`config.mk`:
```
export PLATFORM = sky130hd
export DESIGN_NAME = ecb_job_fifo
export DESIGN_NICKNAME = d
export VERILOG_FILES = /design/src/rtl/core/ecb_pkg.sv /design/src/rtl/core/ecb_job_fifo.sv
export SDC_FILE = /design/constraint.sdc
export NUM_CORES = 1
export LEC_CHECK = 0
export ABC_AREA = 1
export BUFFER_PORTS_ARGS = -buffer_cell sky130_fd_sc_hd__clkbuf_2
export CORE_UTILIZATION = 45
export DETAILED_ROUTE_END_ITERATION = 12
export PLACE_DENSITY = 0.8
export SKIP_CTS_REPAIR_TIMING = 1
export SLEW_MARGIN = 10
export SYNTH_ARGS = -nofsm -noshare
export SYNTH_HDL_FRONTEND = slang
export SYNTH_SLANG_ARGS = --single-unit
```
`constraint.sdc`:
```
create_clock -name clk_i -period 3.09 [get_ports clk_i]
set_input_delay 0.4635 -clock clk_i [delete_from_list [all_inputs] [get_ports clk_i]]
set_output_delay 0.4635 -clock clk_i [all_outputs]
set_load 0.1 [all_outputs]
```
`src/rtl/core/ecb_pkg.sv`:
```
// Shared constants, codes and types of the clipped-border box/cross blur.
// No dependencies; compile first.
package ecb_pkg;

  localparam int unsigned MAX_WIDTH      = 1024;
  localparam int unsigned MAX_RADIUS     = 7;
  localparam int unsigned RING_ROWS      = 2 * MAX_RADIUS + 2;
  localparam int unsigned COL_W          = $clog2(MAX_WIDTH);
  localparam int unsigned SLOT_W         = $clog2(RING_ROWS);
  localparam int unsigned ADDR_W         = SLOT_W + COL_W;
  localparam int unsigned ROW_W          = 16;
  localparam int unsigned WID_W          = 11;
  localparam int unsigned RAD_W          = 3;
  localparam int unsigned STEP_W         = $clog2(2 * MAX_RADIUS + 1);
  localparam int unsigned CHAN_W         = 8;
  localparam int unsigned PIX_W          = 3 * CHAN_W;
  localparam int unsigned SUM_W          = 16;
  localparam int unsigned CNT_W          = 8;
  localparam int unsigned CFG_IDX_W      = 3;
  localparam int unsigned CFG_DATA_W     = 16;
  localparam int unsigned JOB_FIFO_DEPTH = 2;
  localparam int unsigned JOB_PTR_W      = $clog2(JOB_FIFO_DEPTH);

  localparam logic SHAPE_SQUARE = 1'b0;
  localparam logic SHAPE_CROSS  = 1'b1;
  localparam logic FUNC_PIXEL   = 1'b0;

  typedef enum logic [CFG_IDX_W-1:0] {
    CFG_FRAME_WIDTH   = 3'd0,
    CFG_FRAME_HEIGHT  = 3'd1,
    CFG_WINDOW_RADIUS = 3'd2,
    CFG_WINDOW_SHAPE  = 3'd3,
    CFG_COLOR_MODE    = 3'd4
  } cfg_idx_e;

  typedef struct packed {
    logic [WID_W-1:0] width;
    logic [ROW_W-1:0] height;
    logic [RAD_W-1:0] radius;
    logic             shape;
    logic             color;
  } cfg_t;

  typedef struct packed {
    logic [ROW_W-1:0] row;
    logic [COL_W-1:0] col;
    logic             last;
  } job_t;

  typedef struct packed {
    logic busy;
    logic scanning;
  } back_stat_t;

endpackage

```
`src/rtl/core/ecb_job_fifo.sv`:
```
// Short queue of output positions between the front and the back.
// Depends on ecb_pkg.
module ecb_job_fifo (
  input  logic          clk_i,
  input  logic          rst_ni,
  input  logic          push_i,
  input  ecb_pkg::job_t job_i,
  input  logic          pop_i,
  output ecb_pkg::job_t job_o,
  output logic          empty_o,
  output logic          full_o
);

  ecb_pkg::job_t                   mem_q [ecb_pkg::JOB_FIFO_DEPTH];
  logic [ecb_pkg::JOB_PTR_W-1:0]   wr_ptr_q, rd_ptr_q;
  logic [ecb_pkg::JOB_PTR_W:0]     count_q;

  assign empty_o = (count_q == '0);
  assign full_o  = (count_q == (ecb_pkg::JOB_PTR_W+1)'(ecb_pkg::JOB_FIFO_DEPTH));
  assign job_o   = mem_q[rd_ptr_q];

  always_ff @(posedge clk_i) begin
    if (push_i) begin
      mem_q[wr_ptr_q] <= job_i;
    end
  end

  always_ff @(posedge clk_i or negedge rst_ni) begin
    if (!rst_ni) begin
      wr_ptr_q <= '0;
      rd_ptr_q <= '0;
      count_q  <= '0;
    end else begin
      if (push_i) begin
        wr_ptr_q <= wr_ptr_q + 1'b1;
      end
      if (pop_i) begin
        rd_ptr_q <= rd_ptr_q + 1'b1;
      end
      case ({push_i, pop_i})
        2'b10:   count_q <= count_q + 1'b1;
        2'b01:   count_q <= count_q - 1'b1;
        default: count_q <= count_q;
      endcase
    end
  end

endmodule

```
==> out/results.tsv <==
metric	value	unit
Synth warnings	0	
xor/xnor cell area share of the yosys netlist	0.0115	
CP Class	register to output pin	
critical path data required time	2630	ps
minimum clock period	2540	ps
post-synth top area share	0.708	
synthesis-stage register bit count	58	
Reg2Reg Depth	2	
Clock Latency Late Sink	320	ps
CP Launch Point	rd_ptr_q$_DFFE_PN0P_	
Placement Setup Slack	861	ps
clk_skew	6.36	ps
Mean Syn Cell Area	13.9	µm²
syn_nets	197	
achievable frequency	394	MHz
max-slew violations	0	
CP endpoint kind	output pin	
GRT Util Overall	0.147	
Die Ht	73.3	µm
Synth Area in Simple Gates	0.0623	
HPWL Detailed	2310	µm
Max FO, Critical Path	54	
Core ar.	4820	µm²
clock slew at reported path FFs	60	ps
register area share after synthesis	0.752	
CP cell instances	nand2_1 -> o21ai_2 -> clkbuf_2	
Synth Area in Compound Gates	0.0852	
DR WL/cell	11.3	µm
CTS tree	yes	
Post-synth top cells	edfxtp_1 (54), inv_1 (33), nand2_1 (32)	
Fin. Hold Viols	0	
final wirelength	3430	µm
antenna cells	0	
Initial Util	0.475	
count of different cell masters after synthesis	14	
Post-Syn Area	2290	µm²
Top Ports	60	
drt pass-1 iters	4	
final net count	265	
Vias/cell	4.40	
CP Launch Type	register	
initial antenna violation count	0	
CP peak stage delay	1010	ps
synth top area cells	edfxtp_1 (71%), o21ai_2 (6.1%), inv_1 (5.4%)	
slowest stage cell, crit path	dfrtp_2	
total die area	5380	µm²
setup TNS	0	ps
mux share of post-synthesis cell area	0	
CTS buffer count	9	
min-delay worst type	input pin to register	
Final setup viols	0	
Adder-Cell Fraction of Synth Area	0.00546	
H-tree depth	3	
antenna viol nets, final	0	
final period utilization	0.822	
vias	1332	
area leader, netlist	edfxtp_1	
commonest register cell after synthesis	edfxtp_1	
gpl congestion	0.723	
largest net degree at the start of global routing	55	
CP Buf/Inv Count	1	
most common cell in the netlist	edfxtp_1	
Layout Area Growth over Synthesis	21.4	%
Hold Startpoint	job_i[14]	
Worst path depth	3	
initial detailed-routing violation count	68	
run status	finished, final reports clean	
Worst Slack Setup Final	549	ps
GR Overflow Total	0	
Root Buffer	clkbuf_8	
EDFF count, synth	54	
IO buf count	59	
Placed Cells	288	
vias in the first global route	1224	
fraction of registers with async set/reset	0.0690	
hold path depth	1	
clock sink count	58	
CP arrival	2080	ps
first-pass GRT wire length	5350	µm
worst slew pin tran	977	ps
Mapped Cells	165	
clock buffer depth	2	
RSZ-0062 raised after global routing	no	
CP delay by family, top	flip-flops	
width of the die	73.3	µm
DRC violations left	0	
Post-Layout Cell Count	303	
Critical R2R Launch	wr_ptr_q$_DFFE_PN0P_	
share of cells above drive strength 1	0.377	
Worst slew margin	0.349	
max-cap viol count	0	
largest family of logic cells by synthesized area	compound AO/OA/AOI/OAI gates	
cell row count	25	
worst paths after layout:
check                                    endpoint  slack (ps)
setup / recovery                         job_o[4]         550
hold / removal             mem_q[0][14]$_DFFE_PP_         330
setup reg to reg           mem_q[0][17]$_DFFE_PP_        1410
hold reg to reg            count_q[1]$_DFFE_PN0P_         500
max in group asynchronous    rd_ptr_q$_DFFE_PN0P_        2470
min in group asynchronous    wr_ptr_q$_DFFE_PN0P_         480
metrics by stage:
stage | util | hold slack (ps) | area, µm²
floorplan | - | 168 | 2290
global placement | 0.545 | 274 | 2630
global route | 0.577 | 309 | 2780
finish | 0.577 | 328 | 2780
CTS | 0.575 | -79.6 | 2770
detailed placement | 0.545 | 277 | 2630
sequential cells by signal, summed over array words and instances, names as in the netlist:
name	flops
count_q	2
mem_q	54
rd_ptr_q	1
wr_ptr_q	1
cells by family after synthesis:
family / count (synthesis)
flops: 58
buf+inv: 39
simple gates: 37
compound gates: 27
xor+xnor: 3
fa+ha+maj: 1
cells in the final DEF, fill, tap and decap left out:
cell type and count:
dfrtp_2 1, edfxtp_1 54, nand4_1 1, o21ai_1 7, xnor2_1 1, clkbuf_8 9, inv_1 33, dlygate4sd3_1 1
clkinv_1 1, nor2_2 1, xor2_1 2, nor2_1 2, nand3_1 1, nand2_1 32, clkbuf_1 4, ha_1 1
o21ai_2 16, clkbuf_2 59, buf_4 3, o21ai_0 4, dfrtp_1 3
cell type report:
class	instances	area, µm²
repair buffers	63	328
inverters	33	124
clock inverters	1	3.75
fillers	425	2040
clock buffers	13	139
well taps	67	83.8
flip-flops and latches	58	1720
multi-input cells	68	379
worst reg2reg max path, stage by stage (launching register included):
cell and delay (ps):
dfrtp_1 410, nor2_2 590, buf_4 360
metal layers:
metal	vias to the layer above	GRT usage	share of wire
met2	38	0.235	0.50
met4	0	0.115	0.027
met5	-	0	0
met1	589	0.150	0.40
met3	9	0.0658	0.073
li1	696	-	-
Power is not shown: default switching activity piles up to over one toggle a cycle in this logic, so the estimate is an artifact.
