===== src/rtl/core/ecb_pkg.sv =====
// Shared constants, codes and types of the clipped-border box/cross blur.
// No dependencies; compile first.
package ecb_pkg;

  localparam int unsigned MAX_WIDTH      = 1024;
  localparam int unsigned MAX_RADIUS     = 7;
  localparam int unsigned RING_ROWS      = 2 * MAX_RADIUS + 2;
  localparam int unsigned COL_W          = $clog2(MAX_WIDTH);
  localparam int unsigned SLOT_W         = $clog2(RING_ROWS);
  localparam int unsigned ADDR_W         = SLOT_W + COL_W;
  localparam int unsigned ROW_W          = 16;
  localparam int unsigned WID_W          = 11;
  localparam int unsigned RAD_W          = 3;
  localparam int unsigned STEP_W         = $clog2(2 * MAX_RADIUS + 1);
  localparam int unsigned CHAN_W         = 8;
  localparam int unsigned PIX_W          = 3 * CHAN_W;
  localparam int unsigned SUM_W          = 16;
  localparam int unsigned CNT_W          = 8;
  localparam int unsigned CFG_IDX_W      = 3;
  localparam int unsigned CFG_DATA_W     = 16;
  localparam int unsigned JOB_FIFO_DEPTH = 2;
  localparam int unsigned JOB_PTR_W      = $clog2(JOB_FIFO_DEPTH);

  localparam logic SHAPE_SQUARE = 1'b0;
  localparam logic SHAPE_CROSS  = 1'b1;
  localparam logic FUNC_PIXEL   = 1'b0;

  typedef enum logic [CFG_IDX_W-1:0] {
    CFG_FRAME_WIDTH   = 3'd0,
    CFG_FRAME_HEIGHT  = 3'd1,
    CFG_WINDOW_RADIUS = 3'd2,
    CFG_WINDOW_SHAPE  = 3'd3,
    CFG_COLOR_MODE    = 3'd4
  } cfg_idx_e;

  typedef struct packed {
    logic [WID_W-1:0] width;
    logic [ROW_W-1:0] height;
    logic [RAD_W-1:0] radius;
    logic             shape;
    logic             color;
  } cfg_t;

  typedef struct packed {
    logic [ROW_W-1:0] row;
    logic [COL_W-1:0] col;
    logic             last;
  } job_t;

  typedef struct packed {
    logic busy;
    logic scanning;
  } back_stat_t;

endpackage


===== src/rtl/core/ecb_out_if.sv =====
// Blurred pixel output channel: valid/ready handshake with means, count and frame end.
// Depends on ecb_pkg.
interface ecb_out_if;
  logic                       valid;
  logic                       ready;
  logic [ecb_pkg::CHAN_W-1:0] out_chan0;
  logic [ecb_pkg::CHAN_W-1:0] out_chan1;
  logic [ecb_pkg::CHAN_W-1:0] out_chan2;
  logic [ecb_pkg::CNT_W-1:0]  window_count;
  logic                       frame_last;
  modport source (output valid, out_chan0, out_chan1, out_chan2, window_count, frame_last,
                  input ready);
  modport sink   (input valid, out_chan0, out_chan1, out_chan2, window_count, frame_last,
                  output ready);
endinterface


===== src/rtl/core/ecb_back.sv =====
// Back: walks the window of one position through the line store, sums, divides, outputs.
// Depends on ecb_pkg and ecb_out_if.
module ecb_back (
  input  logic                        clk_i,
  input  logic                        rst_ni,
  input  ecb_pkg::cfg_t               cfg_i,
  input  logic                        fifo_empty_i,
  input  ecb_pkg::job_t               job_i,
  output logic                        job_pop_o,
  output logic                        rd_en_o,
  output logic [ecb_pkg::ADDR_W-1:0]  rd_addr_o,
  input  logic [ecb_pkg::PIX_W-1:0]   rd_data_i,
  ecb_out_if.source                   pix_out,
  output ecb_pkg::back_stat_t         stat_o
);

  typedef enum logic [4:0] {
    ST_IDLE  = 5'b00001,
    ST_SCAN  = 5'b00010,
    ST_DRAIN = 5'b00100,
    ST_DIV   = 5'b01000,
    ST_OUT   = 5'b10000
  } back_state_e;

  back_state_e                state_q, state_d;
  logic                       rd_vld_q;
  ecb_pkg::job_t              job_q;
  logic [ecb_pkg::STEP_W-1:0] i_q, j_q, two_r, rad4;
  logic                       phase_q;
  logic [ecb_pkg::STEP_W-1:0] i_d, j_d;
  logic                       phase_d, last_step;
  logic [ecb_pkg::SUM_W-1:0]  sum_q [3];
  logic [ecb_pkg::SUM_W-1:0]  quo_n [3];
  logic [ecb_pkg::CNT_W-1:0]  rem_q [3];
  logic [ecb_pkg::CNT_W-1:0]  rem_n [3];
  logic [ecb_pkg::CNT_W:0]    rem_sh [3];
  logic [ecb_pkg::CNT_W-1:0]  cnt_q;
  logic [ecb_pkg::STEP_W-1:0] div_cnt_q;
  logic [ecb_pkg::ROW_W+1:0]  r_pos;
  logic [ecb_pkg::WID_W:0]    c_pos;
  logic                       in_bounds;
  logic [ecb_pkg::CHAN_W-1:0] chan0_q, chan1_q, chan2_q;
  logic                       last_q;

  assign two_r = {cfg_i.radius, 1'b0};
  assign rad4  = ecb_pkg::STEP_W'(cfg_i.radius);

  always_comb begin
    r_pos = {2'b00, job_q.row} + (ecb_pkg::ROW_W+2)'(i_q) - (ecb_pkg::ROW_W+2)'(cfg_i.radius);
    c_pos = {2'b00, job_q.col} + (ecb_pkg::WID_W+1)'(j_q) - (ecb_pkg::WID_W+1)'(cfg_i.radius);
    in_bounds = ~r_pos[ecb_pkg::ROW_W+1] && (r_pos[ecb_pkg::ROW_W:0] < {1'b0, cfg_i.height}) &&
                ~c_pos[ecb_pkg::WID_W] && (c_pos[ecb_pkg::WID_W-1:0] < cfg_i.width);

    i_d       = i_q;
    j_d       = j_q;
    phase_d   = phase_q;
    last_step = 1'b0;
    if (cfg_i.shape == ecb_pkg::SHAPE_SQUARE) begin
      last_step = (i_q == two_r) && (j_q == two_r);
      if (j_q == two_r) begin
        j_d = '0;
        i_d = i_q + 1'b1;
      end else begin
        j_d = j_q + 1'b1;
      end
    end else if (!phase_q) begin
      if (i_q == two_r) begin
        phase_d = 1'b1;
        i_d     = rad4;
        j_d     = '0;
      end else begin
        i_d = i_q + 1'b1;
      end
    end else begin
      last_step = (j_q == two_r);
      j_d       = j_q + 1'b1;
    end

    for (int k = 0; k < 3; k++) begin
      rem_sh[k] = {rem_q[k], sum_q[k][ecb_pkg::SUM_W-1]};
      if (rem_sh[k] >= {1'b0, cnt_q}) begin
        rem_n[k] = ecb_pkg::CNT_W'(rem_sh[k] - {1'b0, cnt_q});
        quo_n[k] = {sum_q[k][ecb_pkg::SUM_W-2:0], 1'b1};
      end else begin
        rem_n[k] = rem_sh[k][ecb_pkg::CNT_W-1:0];
        quo_n[k] = {sum_q[k][ecb_pkg::SUM_W-2:0], 1'b0};
      end
    end
  end

  assign rd_en_o   = (state_q == ST_SCAN) && in_bounds;
  assign rd_addr_o = {r_pos[ecb_pkg::SLOT_W-1:0], c_pos[ecb_pkg::COL_W-1:0]};
  assign job_pop_o = (state_q == ST_IDLE) && !fifo_empty_i;

  always_comb begin
    state_d = state_q;
    case (state_q)
      ST_IDLE:  if (!fifo_empty_i) state_d = ST_SCAN;
      ST_SCAN:  if (last_step) state_d = ST_DRAIN;
      ST_DRAIN: state_d = ST_DIV;
      ST_DIV:   if (div_cnt_q == '1) state_d = ST_OUT;
      ST_OUT:   if (pix_out.ready) state_d = ST_IDLE;
      default:  state_d = ST_IDLE;
    endcase
  end

  always_ff @(posedge clk_i or negedge rst_ni) begin
    if (!rst_ni) begin
      state_q  <= ST_IDLE;
      rd_vld_q <= 1'b0;
    end else begin
      state_q  <= state_d;
      rd_vld_q <= rd_en_o;
    end
  end

  always_ff @(posedge clk_i) begin
    if (rd_vld_q) begin
      for (int k = 0; k < 3; k++) begin
        sum_q[k] <= sum_q[k] + ecb_pkg::SUM_W'(rd_data_i[k*ecb_pkg::CHAN_W +: ecb_pkg::CHAN_W]);
      end
      cnt_q <= cnt_q + 1'b1;
    end
    case (state_q)
      ST_IDLE: begin
        job_q   <= job_i;
        i_q     <= '0;
        j_q     <= (cfg_i.shape == ecb_pkg::SHAPE_CROSS) ? rad4 : '0;
        phase_q <= 1'b0;
        cnt_q   <= '0;
        for (int k = 0; k < 3; k++) begin
          sum_q[k] <= '0;
        end
      end
      ST_SCAN: begin
        i_q     <= i_d;
        j_q     <= j_d;
        phase_q <= phase_d;
      end
      ST_DRAIN: begin
        div_cnt_q <= '0;
        for (int k = 0; k < 3; k++) begin
          rem_q[k] <= '0;
        end
      end
      ST_DIV: begin
        div_cnt_q <= div_cnt_q + 1'b1;
        for (int k = 0; k < 3; k++) begin
          rem_q[k] <= rem_n[k];
          sum_q[k] <= quo_n[k];
        end
        chan0_q <= (cnt_q == '0) ? '0 : quo_n[0][ecb_pkg::CHAN_W-1:0];
        chan1_q <= (cnt_q == '0 || !cfg_i.color) ? '0 : quo_n[1][ecb_pkg::CHAN_W-1:0];
        chan2_q <= (cnt_q == '0 || !cfg_i.color) ? '0 : quo_n[2][ecb_pkg::CHAN_W-1:0];
        last_q  <= job_q.last;
      end
      default: begin
      end
    endcase
  end

  assign pix_out.valid        = (state_q == ST_OUT);
  assign pix_out.out_chan0    = chan0_q;
  assign pix_out.out_chan1    = chan1_q;
  assign pix_out.out_chan2    = chan2_q;
  assign pix_out.window_count = cnt_q;
  assign pix_out.frame_last   = last_q;

  assign stat_o.busy     = (state_q == ST_SCAN) || (state_q == ST_DRAIN) || (state_q == ST_DIV);
  assign stat_o.scanning = (state_q == ST_SCAN) || rd_vld_q;

endmodule


===== src/flat_wrapper.sv =====
// flat-port wrapper written by rule: the top's interface ports become plain ports
module ecb_back_flat 
  (clk_i, rst_ni, cfg_i, fifo_empty_i, job_i, job_pop_o, rd_en_o, rd_addr_o, rd_data_i, stat_o, pix_out_valid, pix_out_out_chan0, pix_out_out_chan1, pix_out_out_chan2, pix_out_window_count, pix_out_frame_last, pix_out_ready);
  ecb_out_if pix_out_i ();
  input  logic clk_i;
  input  logic rst_ni;
  input  ecb_pkg::cfg_t cfg_i;
  input  logic fifo_empty_i;
  input  ecb_pkg::job_t job_i;
  output logic job_pop_o;
  output logic rd_en_o;
  output logic [ecb_pkg::ADDR_W-1:0] rd_addr_o;
  input  logic [ecb_pkg::PIX_W-1:0] rd_data_i;
  output ecb_pkg::back_stat_t stat_o;
  output wire logic [$bits(pix_out_i.valid)-1:0] pix_out_valid;
  output wire logic [$bits(pix_out_i.out_chan0)-1:0] pix_out_out_chan0;
  output wire logic [$bits(pix_out_i.out_chan1)-1:0] pix_out_out_chan1;
  output wire logic [$bits(pix_out_i.out_chan2)-1:0] pix_out_out_chan2;
  output wire logic [$bits(pix_out_i.window_count)-1:0] pix_out_window_count;
  output wire logic [$bits(pix_out_i.frame_last)-1:0] pix_out_frame_last;
  input wire logic [$bits(pix_out_i.ready)-1:0] pix_out_ready;
  assign pix_out_valid = pix_out_i.valid;
  assign pix_out_out_chan0 = pix_out_i.out_chan0;
  assign pix_out_out_chan1 = pix_out_i.out_chan1;
  assign pix_out_out_chan2 = pix_out_i.out_chan2;
  assign pix_out_window_count = pix_out_i.window_count;
  assign pix_out_frame_last = pix_out_i.frame_last;
  assign pix_out_i.ready = pix_out_ready;
  ecb_back u_core (.clk_i(clk_i), .rst_ni(rst_ni), .cfg_i(cfg_i), .fifo_empty_i(fifo_empty_i), .job_i(job_i), .job_pop_o(job_pop_o), .rd_en_o(rd_en_o), .rd_addr_o(rd_addr_o), .rd_data_i(rd_data_i), .pix_out(pix_out_i), .stat_o(stat_o));
endmodule

===== config.mk =====
export PLATFORM = sky130hd
export DESIGN_NAME = ecb_back_flat
export DESIGN_NICKNAME = d
export VERILOG_FILES = /design/src/rtl/core/ecb_pkg.sv /design/src/rtl/core/ecb_out_if.sv /design/src/rtl/core/ecb_back.sv /design/src/flat_wrapper.sv
export SDC_FILE = /design/constraint.sdc
export NUM_CORES = 1
export LEC_CHECK = 0
export ABC_AREA = 1
export BUFFER_PORTS_ARGS = -buffer_cell sky130_fd_sc_hd__buf_4
export CORE_UTILIZATION = 45
export CTS_CLUSTER_SIZE = 14
export DETAILED_ROUTE_END_ITERATION = 8
export SLEW_MARGIN = 40
export SYNTH_ARGS = -nofsm -noshare
export SYNTH_HDL_FRONTEND = slang
export SYNTH_SLANG_ARGS = --single-unit

===== constraint.sdc =====
create_clock -name clk_i -period 4.9 [get_ports clk_i]
set_clock_uncertainty 0.15 [all_clocks]
set_input_delay 0.98 -clock clk_i [delete_from_list [all_inputs] [get_ports clk_i]]
set_output_delay 0.98 -clock clk_i [all_outputs]
set_load 0.02 [all_outputs]

==> results of run 1 <==
-- logic make-up after synthesis --
kind of cell               count (synthesis)  share of synthesized area, %
adders and majority gates                102                          12.3
AOI/OAI and AO/OA                        208                          10.4
DFF                                      151                          40.4
and+or+nand+nor                          585                          23.9
buffers and inverters                    236                          8.24
xor gates and xnor gates                  58                          4.64
-- area by class of cell --
cell class              count  area [µm²]
multi-input cells         953        5700
inverters                 216         811
clock inverters            15         113
fillers                  2257       10500
repair buffers            170        1280
clock buffers              17         425
flip-flops and latches    151        4430
well taps                 319         399
-- worst min-delay path by stage --
stage	start	endpoint	slack, ps	cells after the start
after floorplan	u_core.job_q[0]	u_core.pix_out.frame_last	250	0
after global placement	u_core.job_q[0]	u_core.pix_out.frame_last	250	0
after detailed placement	u_core.job_q[0]	u_core.pix_out.frame_last	260	0
after CTS	rst_ni	u_core.state_q[2]	200	1
after global routing	rst_ni	u_core.state_q[2]	200	1
final	rst_ni	u_core.state_q[2]	210	1
-- power by group --
| group | internal [mW] | leakage (nW) | total, mW | switching (mW) |
|---|---|---|---|---|
| clock | 0.688 | 0.255 | 1.21 | 0.520 |
| combinational | 2.07 | 4.51 | 5.34 | 3.27 |
| sequential | 2.15 | 1.45 | 2.47 | 0.322 |
-- critical path, cell delays in order, from the launching register on --
cell and delay [ps]:
edfxtp_1 350, ha_2 190, inv_2 40, fa_2 550, fa_1 210, inv_1 50, a21oi_1 220, nand3_4 110
nor2_4 120, nand3_4 100, nor2_8 110, nand2_4 80, xor2_1 140, ha_1 290, a21oi_1 130, nor3_1 60
nor3_1 170, nand2_1 80, nand2_1 70, nand2_2 70, nand2_1 60, nand2_1 40, nor2_1 80, nand3_1 80
nor2_2 120, buf_6 130
-- per-stage QoR --
stage,TNS (ps),std cells
floorplan,0,1340
global placement,0,1804
detailed placement,-48.4,1804
CTS,-435,1840
global route,-644,1841
finish,-298,1841
-- cells in the final DEF, fill, tap and decap left out, types with 4 or more instances in the layout --
| cell type | instances |
|---|---|
| edfxtp_1 | 137 |
| nand2_2 | 12 |
| xor2_1 | 38 |
| o21ai_0 | 80 |
| buf_4 | 169 |
| clkinv_2 | 4 |
| o32ai_1 | 5 |
| nand2_1 | 267 |
| nand3b_1 | 7 |
| nand3_1 | 86 |
| dfxtp_1 | 8 |
| nand2_4 | 4 |
| nand4_1 | 20 |
| nand3_2 | 5 |
| nor2_2 | 5 |
| ha_1 | 89 |
| o21a_1 | 4 |
| a21o_1 | 5 |
| o21ai_1 | 4 |
| o22ai_1 | 17 |
| clkinvlp_4 | 4 |
| clkinv_1 | 7 |
| nor3_1 | 27 |
| inv_2 | 9 |
| clkbuf_16 | 17 |
| inv_1 | 204 |
| xnor2_1 | 18 |
| fa_1 | 9 |
| nor2_1 | 133 |
| a21oi_1 | 80 |
| dfrtp_1 | 5 |
| o31ai_1 | 5 |
-- layer usage --
metal / GRT usage, % / up-vias / wire length [µm]
met2: 36.5 / 155 / 11900
met5: 0 / - / 0
li1: - / 4830 / -
met1: 26.8 / 4236 / 11900
met3: 3.26 / 12 / 931
met4: 4.62 / 0 / 211
-- repair_timing --
item | in CTS | in global routing
hold buffers | 0 | 0
setup buffers | 4 | 1
endpoints found under the setup margin | 1 | 1
pin swaps | 6 | 7
resized for setup | 6 | 10
-- sequential cells by signal, indices dropped and copies added, names as in the netlist, 5 cells and up --
name                         cells
u_core.pix_out.out_chan2         8
u_core.pix_out.out_chan0         8
u_core.pix_out.window_count      8
u_core.state_q                   5
u_core.pix_out.out_chan1         8
u_core.job_q                    27
u_core.sum_q                    48
u_core.rem_q                    24
==> results.yml, run 1 <==
floorplanning:
  die_h_um: 158
  ios: 139
  start_util_pct: 46.2
  die-area_mm2: 0.0249
  dieWidth_um: 158
  core-area_mm2: 0.0237
  row_count: 56
global_routing:
  antenna_found_initial: 0
  grt_pass1_vias: 8847
  grt_pass1_wl_um: 41100
  grt_usage_pct: 20.8
  grt-ovfl-total: 0
  grt_max_degree: 58
placed_design:
  dpl_cell_area_mm2: 0.0125
  gp_congestion: 0.845
  io_buffers: 138
  dp_hpwl_um: 18700
  dpl_worst_slack_ps: -48.4
critical_path:
  critical_path_class: "flop to primary output"
  crit_fanout: 3
  crit_start: "u_core.i_q[0]"
  r2r_slack_ps: 650
  worstSetupStartpointType: "flop"
  reg2reg_to: "u_core.rd_vld_q"
  worstSetupEndpointType: "primary output"
  reg2reg_from: "u_core.i_q[0]"
  crit_required_ps: 3770
  crit_arrival_ps: 4070
  reg2reg_depth: 31
  endpoint: "rd_en_o"
synthesis:
  yosysTopAreaCell: "edfxtp_1"
  syn-num-nets: 1529
  synth_top_area_share_pct: 37.6
  synth_ff_type: "edfxtp_1"
  synth.most_common_cell: "nand2_1"
  yosysWarningCount: 0
  synth.top_cells.by_area: "edfxtp_1 38%, ha_1 11%, nand2_1 9.3%"
  netlist_instances: 1340
  yosysUniqueCellTypes: 48
  synthTopCellsByCount: "270 x nand2_1, 208 x inv_1, 137 x edfxtp_1, 137 x nor2_1, 92 x ha_1"
  synth_edf_count: 137
  synth_seq_cells: 151
  syn_area_mm2: 0.0109
  yosysSeqAreaShare_pct: 40.4
  syn_area_per_cell_um2: 8.17
  ys_async_sr_fraction_pct: 3.97
power:
  leakage_nw: 6.21
  power_mw: 9.02
  power_density_mw_per_mm2: 686
  ir_drop_v: 0.000524
cts:
  clockBufferDepth: 2
  insertion_delay_ps: 420
  cts_tree: "done"
  cts-root-buf: "clkbuf_16"
  htreeDepth: 4
  cts.clk_slew.worst_paths_ps: 60
  cts.sinks: 151
  cts_made_buffers: 17
sta:
  hold_viol: 0
  finalCritPeriodShare_pct: 106
  slew_headroom_pct: 47.4
  maxSlewViolCount: 0
  worst_slew_pin_slew_ps: 784
  rsz0062_at_grt: "true"
  setup_viol_count_final: 1
  period_minus_slack_ps: 5200
  max_freq_mhz: 192
  finalWorstSetupSlack_ps: -298
  whs_ps: 212
status:
  status: "finished, violations left"
  violations: "negative setup slack"
layout:
  nets: 1698
  design_area_mm2: 0.0132
  diodes: 0
  final_util_pct: 55.5
  area.growth.synth_to_final_pct: 20.2
  layout-drive-gt1-share_pct: 16.5
routing:
  drt_iter0_markers: 432
  routedWlPerCell_um: 13.5
  drc: 0
  ant_nets: 0
  first_pass_iters: 5
  num_vias: 9233
  routed_wl_um: 24900
  vias_per_cell: 5.02
worst_hold_path:
  hold_path.class: "primary input to asynchronous set/reset pin"
flow_run:
  max-cap-violations: 0
(Power assumes the default switching activity.)
==> inputs of run 2 (changes only) <==
- MAX_ROUTING_LAYER: not set -> met4
- clock period: 4.9 -> 5.6 ns (I/O delays scaled with it)
==> run 2 against run 1 <==
Compared with the run above:
- the flow now finishes without violations
- routed wire length shrank 0.21%
- combinational power shrank 13%
- via count shrank 0.43%
- power shrank 12%
- first-iteration DRC count grew 18%
- global-route usage grew 0.13 points
- clock power shrank 4%
- critical endpoint unchanged
- largest power group unchanged
==> results.yml, run 2 (synthesis results as in run 1) <==
sta:
  period_minus_slack_ps: 5600
  worst_slew_pin_slew_ps: 788
  maxSlewViolCount: 0
  hold_viol: 0
  slew_headroom_pct: 47.2
  max_freq_mhz: 179
  rsz0062_at_grt: "true"
  finalWorstSetupSlack_ps: 2.68
  setup_viol_count_final: 0
  finalCritPeriodShare_pct: 100
routing:
  num_vias: 9193
  first_pass_iters: 4
  ant_nets: 0
  drt_iter0_markers: 508
  drc: 0
  vias_per_cell: 5.04
  routedWlPerCell_um: 13.6
  routed_wl_um: 24900
power:
  power_density_mw_per_mm2: 608
  power_switching_mw: 3.58
  leakage_nw: 6.15
  power_mw: 7.96
  comb_power_share_pct: 58.1
  seqPwrFrac_pct: 27.3
  p_int_mw: 4.38
  power_frac_clock_pct: 14.6
  ir_drop_v: 0.000520
  switching_share_pct: 45.0
floorplanning:
  core-area_mm2: 0.0237
  ios: 139
  row_count: 56
  die_h_um: 158
  dieWidth_um: 158
  start_util_pct: 46.2
  die-area_mm2: 0.0249
critical_path:
  max_stage_delay_ps: 590
  worstSetupEndpointType: "primary output"
  reg2reg_depth: 29
  crit_arrival_ps: 4330
  crit_fanout: 3
  crit_required_ps: 4330
  worstSetupStartpointType: "flop"
  crit_path_frequent_cell: "nor2_2"
  critical_path_class: "flop to primary output"
  cp_slowest_cell: "fa_2"
cts:
  cts_made_buffers: 17
  insertion_delay_ps: 420
  cts.clk_slew.worst_paths_ps: 60
  clockBufferDepth: 2
  cts_tree: "done"
  cts-root-buf: "clkbuf_16"
  cts_hold_buf: 0
  cts.sinks: 151
  htreeDepth: 4
global_routing:
  grt_max_degree: 58
  grt_pass1_vias: 8584
  grt_usage_pct: 20.9
  grt-ovfl-total: 0
  antenna_found_initial: 0
  grt_pass1_wl_um: 40100
flow_run:
  max-cap-violations: 0
layout:
  most-common-layout-cells: "267 x nand2_1, 203 x inv_1, 154 x buf_4"
  reg_top3: "u_core.sum_q (48), u_core.job_q (27), u_core.rem_q (24)"
  nets: 1683
  regMostFlops: "u_core.sum_q"
  area.growth.synth_to_final_pct: 19.7
  largest_reg_flops: 48
  diodes: 0
  layout-drive-gt1-share_pct: 15.7
  final_common_cell: "nand2_1"
placed_design:
  dp_hpwl_um: 18600
  dpl_worst_slack_ps: 116
  io_buffers: 138
  gp_congestion: 0.896
status:
  status: "complete, no violations"
worst_hold_path:
  hold_path_depth: 0
  hold_path.class: "flop to flop"
run 2: cell type report:
class | instances | area, µm²
multi-input combinational | 953 | 5710
timing repair buffer | 155 | 1170
fill | 2306 | 10600
sequential | 151 | 4430
clock buffer | 18 | 429
clock inverter | 12 | 160
inverter | 216 | 811
tap | 319 | 399
run 2: per-layer routing:
metal	global-route usage, %	vias up	share of wire, %
li1	-	4791	-
met1	26.8	4199	48
met2	34.8	177	47
met3	2.55	26	3.7
met4	5.68	0	1.5
met5	-	-	0
run 2: through the flow:
step           setup TNS, ps  std cells  hold WS (ps)  util (%)  area (µm²)
4_1_cts                    0       1817           270      54.8       13000
5_1_grt                 -240       1824           286      55.3       13100
3_3_place_gp               0       1784           252      52.1       12300
2_1_floorplan              0       1340           250         -       10900
3_5_place_dp               0       1784           257      52.2       12400
6_report                   0       1824           270      55.3       13100
run 2: timing repair:
action                     CTS  global route
setup endpoints to repair    1             1
buffers inserted             3             7
resized for setup            5            16
pin swaps                    2            21
run 2: critical path: cells and delay by family, from the launching register on:
kind            cells  cell delay, ps
simple gates       17            1660
fa+ha+maj           4            1180
compound gates      1             180
xor+xnor            1              60
flops               1             390
buf+inv             5             440
run 2: worst paths after layout:
check / to / from / slack (ps)
setup / recovery: rd_en_o / u_core.job_q[11] / 3
hold / removal: u_core.pix_out.frame_last / u_core.job_q[0] / 270
setup reg to reg: u_core.rd_vld_q / u_core.job_q[11] / 1390
hold reg to reg: u_core.pix_out.frame_last / u_core.job_q[0] / 270
max in group asynchronous: u_core.state_q[0] / rst_ni / 4750
min in group asynchronous: u_core.state_q[3] / rst_ni / 350
run 2: power groups by stage:
stage | combinational (mW) | clock [mW] | sequential (mW)
6_report | 4.62 | 1.16 | 2.17
3_3_place_gp | 4.39 | 0 | 2.19
3_5_place_dp | 4.45 | 0 | 2.20
4_1_cts | 4.52 | 1.19 | 2.18
5_1_grt | 5.28 | 1.23 | 2.23
2_1_floorplan | 3.31 | 0 | 2.12
