<file path="config.mk">
export PLATFORM = sky130hd
export DESIGN_NAME = ecb_front_flat
export DESIGN_NICKNAME = d
export VERILOG_FILES = /design/src/rtl/core/ecb_pkg.sv /design/src/rtl/core/ecb_in_if.sv /design/src/rtl/core/ecb_front.sv /design/src/flat_wrapper.sv
export SDC_FILE = /design/constraint.sdc
export NUM_CORES = 1
export LEC_CHECK = 0
export BUFFER_PORTS_ARGS = -buffer_cell sky130_fd_sc_hd__buf_4
export CORE_UTILIZATION = 50
export CTS_CLUSTER_DIAMETER = 40
export CTS_CLUSTER_SIZE = 16
export DETAILED_ROUTE_END_ITERATION = 10
export HOLD_SLACK_MARGIN = 0.02
export MAX_ROUTING_LAYER = met4
export PLACE_DENSITY = 0.73
export SLEW_MARGIN = 20
export SYNTH_ARGS = -nofsm -noshare
export SYNTH_HDL_FRONTEND = slang
export SYNTH_SLANG_ARGS = --single-unit
</file>
<file path="constraint.sdc">
create_clock -name clk_i -period 6.4 [get_ports clk_i]
set_input_delay 0.32 -clock clk_i [delete_from_list [all_inputs] [get_ports clk_i]]
set_output_delay 0.32 -clock clk_i [all_outputs]
set_load 0.01 [all_outputs]
</file>
<file path="src/rtl/core/ecb_pkg.sv">
// Shared constants, codes and types of the clipped-border box/cross blur.
// No dependencies; compile first.
package ecb_pkg;

  localparam int unsigned MAX_WIDTH      = 1024;
  localparam int unsigned MAX_RADIUS     = 7;
  localparam int unsigned RING_ROWS      = 2 * MAX_RADIUS + 2;
  localparam int unsigned COL_W          = $clog2(MAX_WIDTH);
  localparam int unsigned SLOT_W         = $clog2(RING_ROWS);
  localparam int unsigned ADDR_W         = SLOT_W + COL_W;
  localparam int unsigned ROW_W          = 16;
  localparam int unsigned WID_W          = 11;
  localparam int unsigned RAD_W          = 3;
  localparam int unsigned STEP_W         = $clog2(2 * MAX_RADIUS + 1);
  localparam int unsigned CHAN_W         = 8;
  localparam int unsigned PIX_W          = 3 * CHAN_W;
  localparam int unsigned SUM_W          = 16;
  localparam int unsigned CNT_W          = 8;
  localparam int unsigned CFG_IDX_W      = 3;
  localparam int unsigned CFG_DATA_W     = 16;
  localparam int unsigned JOB_FIFO_DEPTH = 2;
  localparam int unsigned JOB_PTR_W      = $clog2(JOB_FIFO_DEPTH);

  localparam logic SHAPE_SQUARE = 1'b0;
  localparam logic SHAPE_CROSS  = 1'b1;
  localparam logic FUNC_PIXEL   = 1'b0;

  typedef enum logic [CFG_IDX_W-1:0] {
    CFG_FRAME_WIDTH   = 3'd0,
    CFG_FRAME_HEIGHT  = 3'd1,
    CFG_WINDOW_RADIUS = 3'd2,
    CFG_WINDOW_SHAPE  = 3'd3,
    CFG_COLOR_MODE    = 3'd4
  } cfg_idx_e;

  typedef struct packed {
    logic [WID_W-1:0] width;
    logic [ROW_W-1:0] height;
    logic [RAD_W-1:0] radius;
    logic             shape;
    logic             color;
  } cfg_t;

  typedef struct packed {
    logic [ROW_W-1:0] row;
    logic [COL_W-1:0] col;
    logic             last;
  } job_t;

  typedef struct packed {
    logic busy;
    logic scanning;
  } back_stat_t;

endpackage

</file>
<file path="src/rtl/core/ecb_in_if.sv">
// Pixel input channel: valid/ready handshake with function code and three channels.
// Depends on ecb_pkg.
interface ecb_in_if;
  logic                       valid;
  logic                       ready;
  logic                       func;
  logic [ecb_pkg::CHAN_W-1:0] in_chan0;
  logic [ecb_pkg::CHAN_W-1:0] in_chan1;
  logic [ecb_pkg::CHAN_W-1:0] in_chan2;
  modport source (output valid, func, in_chan0, in_chan1, in_chan2, input ready);
  modport sink   (input valid, func, in_chan0, in_chan1, in_chan2, output ready);
endinterface

</file>
<file path="src/rtl/core/ecb_front.sv">
// Front: accepts pixels and flush ticks, writes the line store, issues ready positions.
// Depends on ecb_pkg and ecb_in_if.
module ecb_front (
  input  logic                        clk_i,
  input  logic                        rst_ni,
  ecb_in_if.sink                      pix_in,
  input  ecb_pkg::cfg_t               cfg_i,
  input  logic                        fifo_empty_i,
  input  ecb_pkg::back_stat_t         back_stat_i,
  output logic                        wr_en_o,
  output logic [ecb_pkg::ADDR_W-1:0]  wr_addr_o,
  output logic [ecb_pkg::PIX_W-1:0]   wr_data_o,
  output logic                        job_push_o,
  output ecb_pkg::job_t               job_o
);

  logic [ecb_pkg::ROW_W-1:0] in_row_q, in_row_d, out_row_q, out_row_d;
  logic [ecb_pkg::COL_W-1:0] in_col_q, in_col_d, out_col_q, out_col_d;
  logic                      in_done_q, in_done_d, done_mid;
  logic                      accept;
  logic [ecb_pkg::WID_W-1:0] in_col_inc, out_col_inc, c_sum, w_m1, c_last;
  logic [ecb_pkg::ROW_W:0]   in_row_inc, out_row_inc, r_sum, h_m1, r_last;
  logic                      win_ready, out_last;

  assign pix_in.ready = fifo_empty_i & ~back_stat_i.busy;
  assign accept       = pix_in.valid & pix_in.ready;
  assign wr_en_o      = accept & (pix_in.func == ecb_pkg::FUNC_PIXEL) & ~in_done_q;
  assign wr_addr_o    = {in_row_q[ecb_pkg::SLOT_W-1:0], in_col_q};
  assign wr_data_o    = {pix_in.in_chan2, pix_in.in_chan1, pix_in.in_chan0};

  always_comb begin
    in_col_inc  = {1'b0, in_col_q} + 1'b1;
    in_row_inc  = {1'b0, in_row_q} + 1'b1;
    in_row_d    = in_row_q;
    in_col_d    = in_col_q;
    done_mid    = in_done_q;
    if (wr_en_o) begin
      if (in_col_inc >= cfg_i.width) begin
        in_col_d = '0;
        if (in_row_inc >= {1'b0, cfg_i.height}) begin
          in_row_d = '0;
          done_mid = 1'b1;
        end else begin
          in_row_d = in_row_inc[ecb_pkg::ROW_W-1:0];
        end
      end else begin
        in_col_d = in_col_inc[ecb_pkg::COL_W-1:0];
      end
    end

    r_sum  = {1'b0, out_row_q} + (ecb_pkg::ROW_W+1)'(cfg_i.radius);
    h_m1   = {1'b0, cfg_i.height} - 1'b1;
    r_last = (r_sum < h_m1) ? r_sum : h_m1;
    c_sum  = {1'b0, out_col_q} + ecb_pkg::WID_W'(cfg_i.radius);
    w_m1   = cfg_i.width - 1'b1;
    c_last = (c_sum < w_m1) ? c_sum : w_m1;

    win_ready = done_mid || ({1'b0, in_row_d} > r_last) ||
                (({1'b0, in_row_d} == r_last) && ({1'b0, in_col_d} > c_last));
    job_push_o = accept & win_ready;

    out_col_inc = {1'b0, out_col_q} + 1'b1;
    out_row_inc = {1'b0, out_row_q} + 1'b1;
    out_row_d   = out_row_q;
    out_col_d   = out_col_q;
    out_last    = 1'b0;
    if (out_col_inc >= cfg_i.width) begin
      out_col_d = '0;
      if (out_row_inc >= {1'b0, cfg_i.height}) begin
        out_row_d = '0;
        out_last  = 1'b1;
      end else begin
        out_row_d = out_row_inc[ecb_pkg::ROW_W-1:0];
      end
    end else begin
      out_col_d = out_col_inc[ecb_pkg::COL_W-1:0];
    end
    in_done_d = (job_push_o && out_last) ? 1'b0 : done_mid;
  end

  assign job_o = '{row: out_row_q, col: out_col_q, last: out_last};

  always_ff @(posedge clk_i or negedge rst_ni) begin
    if (!rst_ni) begin
      in_row_q  <= '0;
      in_col_q  <= '0;
      out_row_q <= '0;
      out_col_q <= '0;
      in_done_q <= 1'b0;
    end else if (accept) begin
      in_row_q  <= in_row_d;
      in_col_q  <= in_col_d;
      in_done_q <= in_done_d;
      if (job_push_o) begin
        out_row_q <= out_row_d;
        out_col_q <= out_col_d;
      end
    end
  end

endmodule

</file>
<file path="src/flat_wrapper.sv">
// flat-port wrapper written by rule: the top's interface ports become plain ports
module ecb_front_flat 
  (clk_i, rst_ni, cfg_i, fifo_empty_i, back_stat_i, wr_en_o, wr_addr_o, wr_data_o, job_push_o, job_o, pix_in_valid, pix_in_func, pix_in_in_chan0, pix_in_in_chan1, pix_in_in_chan2, pix_in_ready);
  ecb_in_if pix_in_i ();
  input  logic clk_i;
  input  logic rst_ni;
  input  ecb_pkg::cfg_t cfg_i;
  input  logic fifo_empty_i;
  input  ecb_pkg::back_stat_t back_stat_i;
  output logic wr_en_o;
  output logic [ecb_pkg::ADDR_W-1:0] wr_addr_o;
  output logic [ecb_pkg::PIX_W-1:0] wr_data_o;
  output logic job_push_o;
  output ecb_pkg::job_t job_o;
  input wire logic [$bits(pix_in_i.valid)-1:0] pix_in_valid;
  input wire logic [$bits(pix_in_i.func)-1:0] pix_in_func;
  input wire logic [$bits(pix_in_i.in_chan0)-1:0] pix_in_in_chan0;
  input wire logic [$bits(pix_in_i.in_chan1)-1:0] pix_in_in_chan1;
  input wire logic [$bits(pix_in_i.in_chan2)-1:0] pix_in_in_chan2;
  output wire logic [$bits(pix_in_i.ready)-1:0] pix_in_ready;
  assign pix_in_i.valid = pix_in_valid;
  assign pix_in_i.func = pix_in_func;
  assign pix_in_i.in_chan0 = pix_in_in_chan0;
  assign pix_in_i.in_chan1 = pix_in_in_chan1;
  assign pix_in_i.in_chan2 = pix_in_in_chan2;
  assign pix_in_ready = pix_in_i.ready;
  ecb_front u_core (.clk_i(clk_i), .rst_ni(rst_ni), .pix_in(pix_in_i), .cfg_i(cfg_i), .fifo_empty_i(fifo_empty_i), .back_stat_i(back_stat_i), .wr_en_o(wr_en_o), .wr_addr_o(wr_addr_o), .wr_data_o(wr_data_o), .job_push_o(job_push_o), .job_o(job_o));
endmodule
</file>
==> impl_metrics.env, run 1 <==
export IMPL_cts_sinks=53
export IMPL_port_buffers=79
export IMPL_synth_cell_types=62
export IMPL_cp_required_ns=6.08
export IMPL_die_x_um=123
export IMPL_viasPerCell=5.81
export IMPL_worst_setup_path_type="flip-flop to output port"
export IMPL_seqPwrFrac=0.383
export IMPL_p_int_uw=623
export IMPL_gr_total_overflow=0
export IMPL_cts_buffer_depth=2
export IMPL_syn_area_sq_um=7310
export IMPL_pwr_share_comb=0.307
export IMPL_die_y_um=123
export IMPL_powerDensity_nw_per_um2=117
export IMPL_fin_crit_sh=0.946
export IMPL_antenna_found_initial=0
export IMPL_cts_setup_buffers=0
export IMPL_cellLeakagePower_uw=0.00397
export IMPL_drt_total_wl_um=18800
export IMPL_avgRoutedWirePerCell_um=16.2
export IMPL_cts_resized=0
export IMPL_yosysSeqAreaShare=0.181
export IMPL_synthesis_nets=1121
export IMPL_syn2layout_area_growth_pct=10.1
export IMPL_first_iter_violations=489
export IMPL_cts_hold_buf=0
export IMPL_power_uw=941
export IMPL_setup_tns_ns=0
export IMPL_fmax_mhz=165
export IMPL_swShare=0.337
export IMPL_slew_viol_final=0
export IMPL_cts_tree="done"
export IMPL_grt_pass1_wl_um=30400
export IMPL_avgSynthCellArea_sq_um=7.80
export IMPL_start_util=0.519
export IMPL_slew_headroom=0.420
export IMPL_insertion_delay_ns=0.31
export IMPL_multi_input_area_sq_um=5440
export IMPL_drive_above_1_share=0.123
export IMPL_synth_main_ff_cell="dfrtp_1"
export IMPL_drtAntennaViolNets=0
export IMPL_hold_path_class="input pin to async pin"
export IMPL_synth_async_reset_ratio=1.00
export IMPL_finalCriticalPeriod_ns=6.05
export IMPL_synthCells=938
export IMPL_max_vdd_ir_drop_v=0.0000920
export IMPL_rsz0062_at_grt="no"
export IMPL_power_net_switching_uw=317
export IMPL_grt_use_total=0.265
export IMPL_clockRootBuffer="clkbuf_16"
export IMPL_grt_max_degree=54
export IMPL_final_hold_viol_count=0
export IMPL_cts_htree_levels=2
export IMPL_fillers=1336
export IMPL_startpoint_type="flip-flop"
export IMPL_cp_arrival_ns=5.73
export IMPL_worst_slew_pin_slew_ns=0.867
export IMPL_ff_latch_area_sq_um=1330
export IMPL_row_count=43
export IMPL_outcome="finished, final reports clean"
export IMPL_gp_congestion=0.924
export IMPL_place_hpwl_um=15200
export IMPL_fin_worst_skew_ns=0.00704
export IMPL_diodes=0
export IMPL_setup_violations=0
export IMPL_core_area_sq_um=14100
export IMPL_grt_pass1_vias=6170
export IMPL_num_vias=6728
export IMPL_crit_fanout=8
export IMPL_drc=0
export IMPL_fin_util=0.571
export IMPL_clock_power_share=0.310
export IMPL_ios=131
export IMPL_drtPass1Iterations=5
export IMPL_die_area_sq_um=15100
export IMPL_maxCapViolCount=0
export IMPL_ys_warn_count=0
export IMPL_end_kind="output port"
export IMPL_synth_seq_cells=53
export IMPL_synth_edff_count=0
export IMPL_path_clk_slew_ns=0.07
export IMPL_cts_buffers=5
export IMPL_nNetsFinal=1161
[registers in the layout, indices dropped and copies added (netlist names)]
| signal | count |
|---|---|
| u_core.in_row_q | 16 |
| u_core.in_done_q | 1 |
| u_core.out_row_q | 16 |
| u_core.out_col_q | 10 |
| u_core.in_col_q | 10 |
[per-layer routing]
metal / global-route usage / wire, um
met2: 0.377 / 8000
met5: - / 0
met3: 0.0263 / 1040
met1: 0.389 / 9370
met4: 0.0892 / 356
[worst max-delay path: stages, from the launching register on]
cell,delay (ns)
dfrtp_1,0.48
ha_2,0.29
nand4_1,0.17
nor2_2,0.23
and3_1,0.27
nand3_1,0.11
xnor2_1,0.23
ha_1,0.30
a21o_1,0.16
a21oi_1,0.23
nand3_1,0.11
or3_1,0.37
or2_1,0.32
o41ai_2,0.32
ha_1,0.31
a21o_1,0.16
a21oi_1,0.14
nor2b_1,0.07
o41ai_1,0.35
a21oi_1,0.17
o21ai_2,0.21
and2_4,0.24
inv_1,0.05
buf_4,0.14
[area by class of cell]
class / instances / area share
inverters: 68 / 0.0317
clock buffers: 7 / 0.0177
well taps: 180 / 0.0280
multi-input cells: 761 / 0.675
flip-flops and latches: 53 / 0.165
repair buffers: 89 / 0.0830
[kinds of logic (layout without fill, tap and decap cells)]
kind of cell,count (synthesis),count (layout),share of synthesized area
mux,19,19,0.0265
compound gates,221,221,0.192
flops,53,53,0.181
buf+inv,124,164,0.0808
fa+ha+maj,120,120,0.207
xor+xnor,81,81,0.0980
simple gates,320,320,0.214
[per-stage QoR]
stage	instances	worst slack, ns	area (sq um)	hold slack (ns)
3_5_place_dp	1151	0.509	7880	0.436
5_1_grt	1158	0.0164	8050	0.130
3_3_place_gp	1151	0.559	7880	0.436
6_report	1158	0.347	8050	0.0741
4_1_cts	1158	0.159	8020	0.105
2_1_floorplan	938	0.713	7310	0.0244
[cells in the final DEF, fill, tap and decap left out, types with 4 or more instances in the layout]
cell,netlist,routed
nor4_1,8,8
o32ai_1,7,7
o31ai_2,5,5
clkbuf_16,0,5
and3_1,12,12
nand2b_1,25,25
xor2_1,16,16
nand3_1,46,46
nand4_1,16,16
o21ai_0,85,84
ha_1,118,117
nor2b_1,8,8
inv_1,68,68
xnor2_1,64,64
o31ai_1,13,13
a21oi_1,46,46
buf_4,29,89
nand2_1,106,106
a21o_1,20,20
nor3_1,18,17
nor2_1,60,59
a211oi_1,7,5
o21a_1,4,4
o41ai_1,7,6
or3_1,6,6
dfrtp_1,53,53
mux2i_1,16,16
[final timing paths]
kind / start / end / slack, ns / cells past startpoint
setup / recovery: u_core.in_row_q[0] / job_push_o / 0.35 / 23
hold / removal: rst_ni / u_core.out_row_q[9] / 0.07 / 1
setup reg to reg: u_core.in_row_q[0] / u_core.out_col_q[2] / 0.62 / 23
hold reg to reg: u_core.in_row_q[15] / u_core.in_row_q[15] / 0.52 / 2
max in group asynchronous: rst_ni / u_core.in_col_q[5] / 5.83 / 1
min in group clk_i: pix_in_valid / u_core.in_done_q / 0.34 / 4
[cell usage after synthesis, drive strengths merged (6+ instances only)]
master | instances | area, sq um
o41ai | 7 | 61.3
o31ai | 18 | 160
o32ai | 9 | 93.8
nand4 | 16 | 100
xor2 | 16 | 140
buf | 32 | 245
nor2b | 8 | 50.1
nand2b | 25 | 156
inv | 68 | 255
clkbuf | 24 | 90.1
dfrtp | 53 | 1330
or3 | 6 | 37.5
nand3 | 46 | 230
o21ai | 89 | 449
ha | 118 | 1480
nor4 | 8 | 50.1
and3 | 12 | 75.1
a21oi | 46 | 230
nor3 | 18 | 90.1
xnor2 | 65 | 577
nor2 | 60 | 225
a21o | 20 | 150
nand2 | 106 | 398
a211oi | 8 | 65.1
mux2i | 16 | 160
[power groups by stage]
stage / clock network [uW] / registers, uW / logic, uW
after floorplan: 0 / 368 / 198
after global placement: 0 / 368 / 276
after detailed placement: 0 / 367 / 284
after CTS: 298 / 361 / 286
after global routing: 303 / 363 / 328
final: 291 / 361 / 289
Power figures use the tool's default switching activity.
==> run 2, diff against run 1 <==
==> constraint.sdc (replaced) <==
create_clock -name clk_i -period 6.4 [get_ports clk_i]
set_input_delay 0 -clock clk_i [delete_from_list [all_inputs] [get_ports clk_i]]
set_output_delay 0 -clock clk_i [all_outputs]
set_load 0.01 [all_outputs]
==> run 2 against run 1 <==
Worst setup slack improved by 0.10 ns. Non-clock buffer count rose by 24. Sequential share of layout area fell by 0.51 points. Clock power rose by 14%. Register-to-register slack improved by 0.02 ns. Cell area rose by 3.2%. Flip-flop and latch count did not move. Maximum frequency rose by 1.7%. Die area did not move. Critical endpoint unchanged. Largest power group unchanged. Highest routed layer unchanged.
==> impl_metrics.env, run 2 (synthesis gave the netlist of run 1 again) <==
export IMPL_outcome="finished, final reports clean"
export IMPL_drc=0
export IMPL_drtPass1Iterations=5
export IMPL_drt_total_wl_um=18900
export IMPL_finalCriticalPeriod_ns=5.95
export IMPL_cts_htree_levels=2
export IMPL_avgRoutedWirePerCell_um=15.9
export IMPL_max_vdd_ir_drop_v=0.0000836
export IMPL_crit_fanout=17
export IMPL_setup_violations=0
export IMPL_ios=131
export IMPL_fin_area_sq_um=8310
export IMPL_final_cell_mix="ha_1 (118), nand2_1 (106), buf_4 (88)"
export IMPL_final_hold_viol_count=0
export IMPL_fin_crit_sh=0.930
export IMPL_die_y_um=123
export IMPL_hold_path_class="input pin to flip-flop"
export IMPL_diodes=0
export IMPL_cp_arrival_ns=5.95
export IMPL_place_hpwl_um=15100
export IMPL_placed_area_sq_um=7870
export IMPL_pre_cts_slack_ns=0.642
export IMPL_startpoint_type="flip-flop"
export IMPL_fmax_mhz=168
export IMPL_cts_setup_buffers=0
export IMPL_slew_viol_final=0
export IMPL_crit_path_start="u_core.in_row_q[1]"
export IMPL_num_vias=6861
export IMPL_worst_slew_pin_slew_ns=0.854
export IMPL_nNetsFinal=1185
export IMPL_grt_use_total=0.263
export IMPL_grt_pass1_wl_um=30300
export IMPL_drtAntennaViolNets=0
export IMPL_crit_end="job_push_o"
export IMPL_ff2ff_path_depth=23
export IMPL_cts_tree="done"
export IMPL_powerDensity_nw_per_um2=120
export IMPL_maxCapViolCount=0
export IMPL_die_x_um=123
export IMPL_gr_usage_met1=0.379
export IMPL_row_count=43
export IMPL_reg_largest_list="u_core.in_row_q (16), u_core.out_row_q (16)"
export IMPL_core_area_sq_um=14100
export IMPL_top_usage_layer="met2"
export IMPL_fillers=1325
export IMPL_path_clk_slew_ns=0.07
export IMPL_port_buffers=79
export IMPL_cellLeakagePower_uw=0.00409
export IMPL_grt_pass1_vias=6097
export IMPL_gp_congestion=0.937
export IMPL_rsz0062_at_grt="no"
export IMPL_first_iter_violations=510
export IMPL_fin_util=0.590
export IMPL_cts_buffers=5
export IMPL_viasPerCell=5.80
export IMPL_clockRootBuffer="clkbuf_16"
export IMPL_cts_sinks=53
export IMPL_insertion_delay_ns=0.31
export IMPL_setup_slack_ns=0.450
export IMPL_start_util=0.519
export IMPL_end_kind="output port"
export IMPL_die_area_sq_um=15100
export IMPL_antenna_found_initial=0
export IMPL_cts_buffer_depth=2
export IMPL_fin_cells=1183
export IMPL_met3_usage=0.0309
export IMPL_dp_cells=1150
export IMPL_drive_above_1_share=0.117
export IMPL_timing_rr_start="u_core.in_row_q[1]"
export IMPL_setup_tns_ns=0
export IMPL_grt_max_degree=54
export IMPL_fin_worst_skew_ns=0.00508
export IMPL_use_met2=0.396
export IMPL_r2r_slack_ns=0.64
export IMPL_slew_headroom=0.429
export IMPL_syn2layout_area_growth_pct=13.7
export IMPL_layout_commonest_cell="ha_1"
export IMPL_gr_total_overflow=0
export IMPL_reg2reg_to="u_core.out_row_q[12]"
export IMPL_worst_setup_path_type="flip-flop to output port"
export IMPL_cp_required_ns=6.40
==> run 2: layout make-up <==
cell class / count / area, sq um / area share
Multi-Input combinational cell: 761 / 5420 / 0.652
Sequential cell: 53 / 1330 / 0.160
Timing Repair Buffer: 113 / 911 / 0.110
Inverter: 68 / 255 / 0.0307
Tap cell: 180 / 225 / 0.0271
Clock buffer: 6 / 139 / 0.0167
Clock inverter: 2 / 37.5 / 0.00452
==> run 2: how the worst min path moves through the flow <==
stage                       start  cells past startpoint                 end
2_1_floorplan              rst_ni                      0  u_core.in_col_q[0]
3_3_place_gp   pix_in_in_chan1[4]                      0       wr_data_o[12]
3_5_place_dp   pix_in_in_chan1[4]                      0       wr_data_o[12]
4_1_cts              pix_in_valid                      4    u_core.in_done_q
5_1_grt              pix_in_valid                      4    u_core.in_done_q
6_report             pix_in_valid                      4    u_core.in_done_q
==> run 2: power by group <==
group	switching (uW)	leakage (uW)	internal [uW]	total, uW
logic	172	0.00337	135	306
registers	16.7	0.000637	344	361
clock network	136	0.0000831	196	331
total	324	0.00409	675	999
==> run 2: worst max-delay path, cell delays in order (launching register included) <==
cell	delay [ns]
dfrtp_1	0.42
ha_1	0.30
nand4_1	0.18
nor2_1	0.29
and3_1	0.29
nand3_1	0.11
xnor2_1	0.24
ha_1	0.31
a21o_1	0.16
a21oi_1	0.21
nand3_1	0.09
or3_1	0.36
or2_1	0.39
o41ai_1	0.38
ha_1	0.31
a21o_1	0.16
a21oi_1	0.13
nor2b_1	0.06
o41ai_1	0.32
a21oi_1	0.17
o21ai_2	0.20
and2_4	0.32
inv_1	0.07
buf_4	0.14
==> run 2: routing by layer <==
metal  vias to the layer above  routed length, um  share of wire
met1                      3157               9460           0.50
li1                       3449                  -              -
met2                       237               8080           0.43
met4                         0                234          0.012
met3                        18               1090          0.058
met5                         -                  0              0
==> run 2: stage by stage <==
step                      hold WS, ns  total power, uW
after global placement      0.0000686              644
final                          0.0406              999
after CTS                      0.0238             1000
after detailed placement    0.0000686              651
after floorplan                -0.296              566
after global routing           0.0665             1060
==> run 2: repair_timing <==
item | CTS | global route
setup endpoints to repair | 0 | 1
endpoints found under the hold margin | 77 | 0
resized for setup | 0 | 3
hold buffers | 25 | 0
==> run 3, diff against run 2 <==
--- a/config.mk
+++ b/config.mk
@@ -7,6 +7,7 @@
 export LEC_CHECK = 0
 export BUFFER_PORTS_ARGS = -buffer_cell sky130_fd_sc_hd__buf_4
 export CORE_UTILIZATION = 50
+export CTS_BUF_LIST = sky130_fd_sc_hd__clkbuf_8 sky130_fd_sc_hd__clkbuf_16
 export CTS_CLUSTER_DIAMETER = 40
 export CTS_CLUSTER_SIZE = 16
 export DETAILED_ROUTE_END_ITERATION = 10
==> constraint.sdc (replaced) <==
create_clock -name clk_i -period 7.14 [get_ports clk_i]
set_input_delay 0 -clock clk_i [delete_from_list [all_inputs] [get_ports clk_i]]
set_output_delay 0 -clock clk_i [all_outputs]
set_load 0.01 [all_outputs]
==> run 3 against run 2 <==
Register-to-register slack improved by 0.34 ns. Flip-flop and latch count did not move. Count of clock-buffer cells in the layout did not move. Worst setup slack improved by 0.27 ns. Total power fell by 11%. Final cell count fell by 0.25%. First-iteration DRC count fell by 2.0%. Largest cell class unchanged. Combinational power fell by 10%. Worst hold slack got worse by 0.0015 ns. Non-clock buffer count fell by 3. Wire length fell by 1.1%.
==> impl_metrics.env, run 3 (synthesis gave the netlist of run 1 again) <==
export IMPL_multi_input_area_sq_um=5410
export IMPL_hold_path_class="input pin to flip-flop"
export IMPL_die_y_um=123
export IMPL_die_x_um=123
export IMPL_first_iter_violations=500
export IMPL_clockRootBuffer="clkbuf_16"
export IMPL_grt_use_total=0.265
export IMPL_slew_headroom=0.420
export IMPL_cts_tree="done"
export IMPL_grt_pass1_vias=5994
export IMPL_reg2reg_to="u_core.out_col_q[0]"
export IMPL_cts_htree_levels=2
export IMPL_port_buffers=79
export IMPL_drtPass1Iterations=5
export IMPL_crit_fanout=17
export IMPL_startpoint_type="flip-flop"
export IMPL_fin_crit_sh=0.900
export IMPL_row_count=43
export IMPL_place_hpwl_um=14900
export IMPL_met2_length_um=8120
export IMPL_fmax_mhz=156
export IMPL_maxCapViolCount=0
export IMPL_hold_slack_ns=0.0391
export IMPL_drtAntennaViolNets=0
export IMPL_met3_length_um=951
export IMPL_ios=131
export IMPL_final_hold_viol_count=0
export IMPL_drive_above_1_share=0.112
export IMPL_ff2ff_path_depth=23
export IMPL_setup_tns_ns=0
export IMPL_cp_arrival_ns=6.42
export IMPL_cp_required_ns=7.14
export IMPL_antenna_found_initial=0
export IMPL_max_vdd_ir_drop_v=0.0000841
export IMPL_timing_rr_start="u_core.in_row_q[0]"
export IMPL_slew_viol_final=0
export IMPL_core_area_sq_um=14100
export IMPL_diodes=0
export IMPL_path_clk_slew_ns=0.07
export IMPL_min_to="u_core.in_done_q"
export IMPL_rsz0062_at_grt="no"
export IMPL_power_uw=893
export IMPL_num_vias=6805
export IMPL_cts_buffer_depth=2
export IMPL_syn2layout_area_growth_pct=13.2
export IMPL_cts_buffers=5
export IMPL_final_cell_mix="ha_1 (118), nand2_1 (106), buf_4 (85)"
export IMPL_cts_setup_buffers=0
export IMPL_cts_sinks=53
export IMPL_fin_worst_skew_ns=0.00716
export IMPL_grt_max_degree=54
export IMPL_drt_met1_wl_um=9260
export IMPL_top_layer_used="met4"
export IMPL_fillers=1322
export IMPL_setup_violations=0
export IMPL_ff_latch_area_sq_um=1330
export IMPL_outcome="finished, final reports clean"
export IMPL_r2r_slack_ns=0.98
export IMPL_gp_congestion=0.929
export IMPL_start_util=0.519
export IMPL_fin_util=0.587
export IMPL_insertion_delay_ns=0.32
export IMPL_hp_start="pix_in_valid"
export IMPL_cellLeakagePower_uw=0.00408
export IMPL_worst_setup_path_type="flip-flop to output port"
export IMPL_end_kind="output port"
export IMPL_reg_largest_list="u_core.in_row_q (16), u_core.out_row_q (16)"
export IMPL_grt_pass1_wl_um=30300
export IMPL_viasPerCell=5.77
export IMPL_avgRoutedWirePerCell_um=15.8
export IMPL_min_path_cells=4
export IMPL_worst_slew_pin_slew_ns=0.866
export IMPL_drt_total_wl_um=18700
export IMPL_drc=0
export IMPL_nNetsFinal=1182
export IMPL_layout_commonest_cell="ha_1"
export IMPL_die_area_sq_um=15100
export IMPL_finalCriticalPeriod_ns=6.42
export IMPL_powerDensity_nw_per_um2=108
export IMPL_gr_total_overflow=0
[run 3: changes by cell type in the layout (fill, tap and decap cells not counted)]
| cell | delta |
|---|---|
| a211oi_1 | +2 |
| a211oi_2 | -2 |
| buf_4 | -3 |
| clkinvlp_4 | -1 |
| inv_1 | +1 |
| o21ai_1 | -1 |
| o21ai_2 | +1 |
[run 3: worst max-delay path, cell delays in order, from the launching register on]
cell     delay [ns]
dfrtp_1        0.49
ha_1           0.33
nand4_1        0.19
nor2_1         0.31
and3_1         0.30
nand3_1        0.11
xnor2_1        0.24
ha_1           0.31
a21o_1         0.17
a21oi_1        0.19
nand3_1        0.10
or3_1          0.36
or2_1          0.40
o41ai_1        0.46
ha_1           0.33
a21o_1         0.16
a21oi_1        0.13
nor2b_1        0.06
o41ai_1        0.35
a21oi_1        0.18
o21ai_2        0.34
and2_4         0.37
inv_1          0.07
buf_4          0.14
[run 3: per-stage QoR]
step	cell area (sq um)	setup slack (ns)	cells
floorplan	7310	1.63	938
global placement	7850	1.04	1147
detailed placement	7850	1.10	1147
CTS	8270	0.800	1180
global route	8280	0.205	1180
finish	8280	0.718	1180
[run 3: how the worst max path moves through the flow]
stage	from	slack (ns)	cells past startpoint	to
floorplan	u_core.in_row_q[2]	1.63	29	u_core.out_col_q[5]
CTS	u_core.in_row_q[0]	0.80	23	job_push_o
global route	u_core.in_row_q[0]	0.20	23	job_push_o
detailed placement	u_core.in_row_q[0]	1.10	22	u_core.out_row_q[8]
global placement	u_core.in_row_q[0]	1.04	22	u_core.out_row_q[10]
finish	u_core.in_row_q[0]	0.72	23	job_push_o
[run 3: what timing repair did]
| item | 4_1_cts | 5_1_grt |
|---|---|---|
| hold buffers | 25 | 0 |
| hold endpoints to repair | 77 | 0 |
| setup endpoints to repair | 0 | 0 |
| resized for setup | 0 | 0 |
[run 3: power by group]
group          leakage (uW)  switching [uW]  internal [uW]  total, uW
Sequential         0.000637            14.8            309        323
Clock             0.0000883             122            174        296
Combinational       0.00335             154            120        274
Total               0.00408             290            603        893
[run 3: final cells by class]
cell class	count	area share
inverter	68	0.0308
clock inverter	2	0.00408
multi-input combinational	761	0.654
sequential	53	0.160
clock buffer	6	0.0168
timing repair buffer	110	0.107
tap	180	0.0272
[run 3: routing by layer]
metal	vias to the layer above	track usage
met3	16	0.0254
met2	190	0.386
met4	0	0.0739
met5	-	-
met1	3157	0.388
li1	3442	-
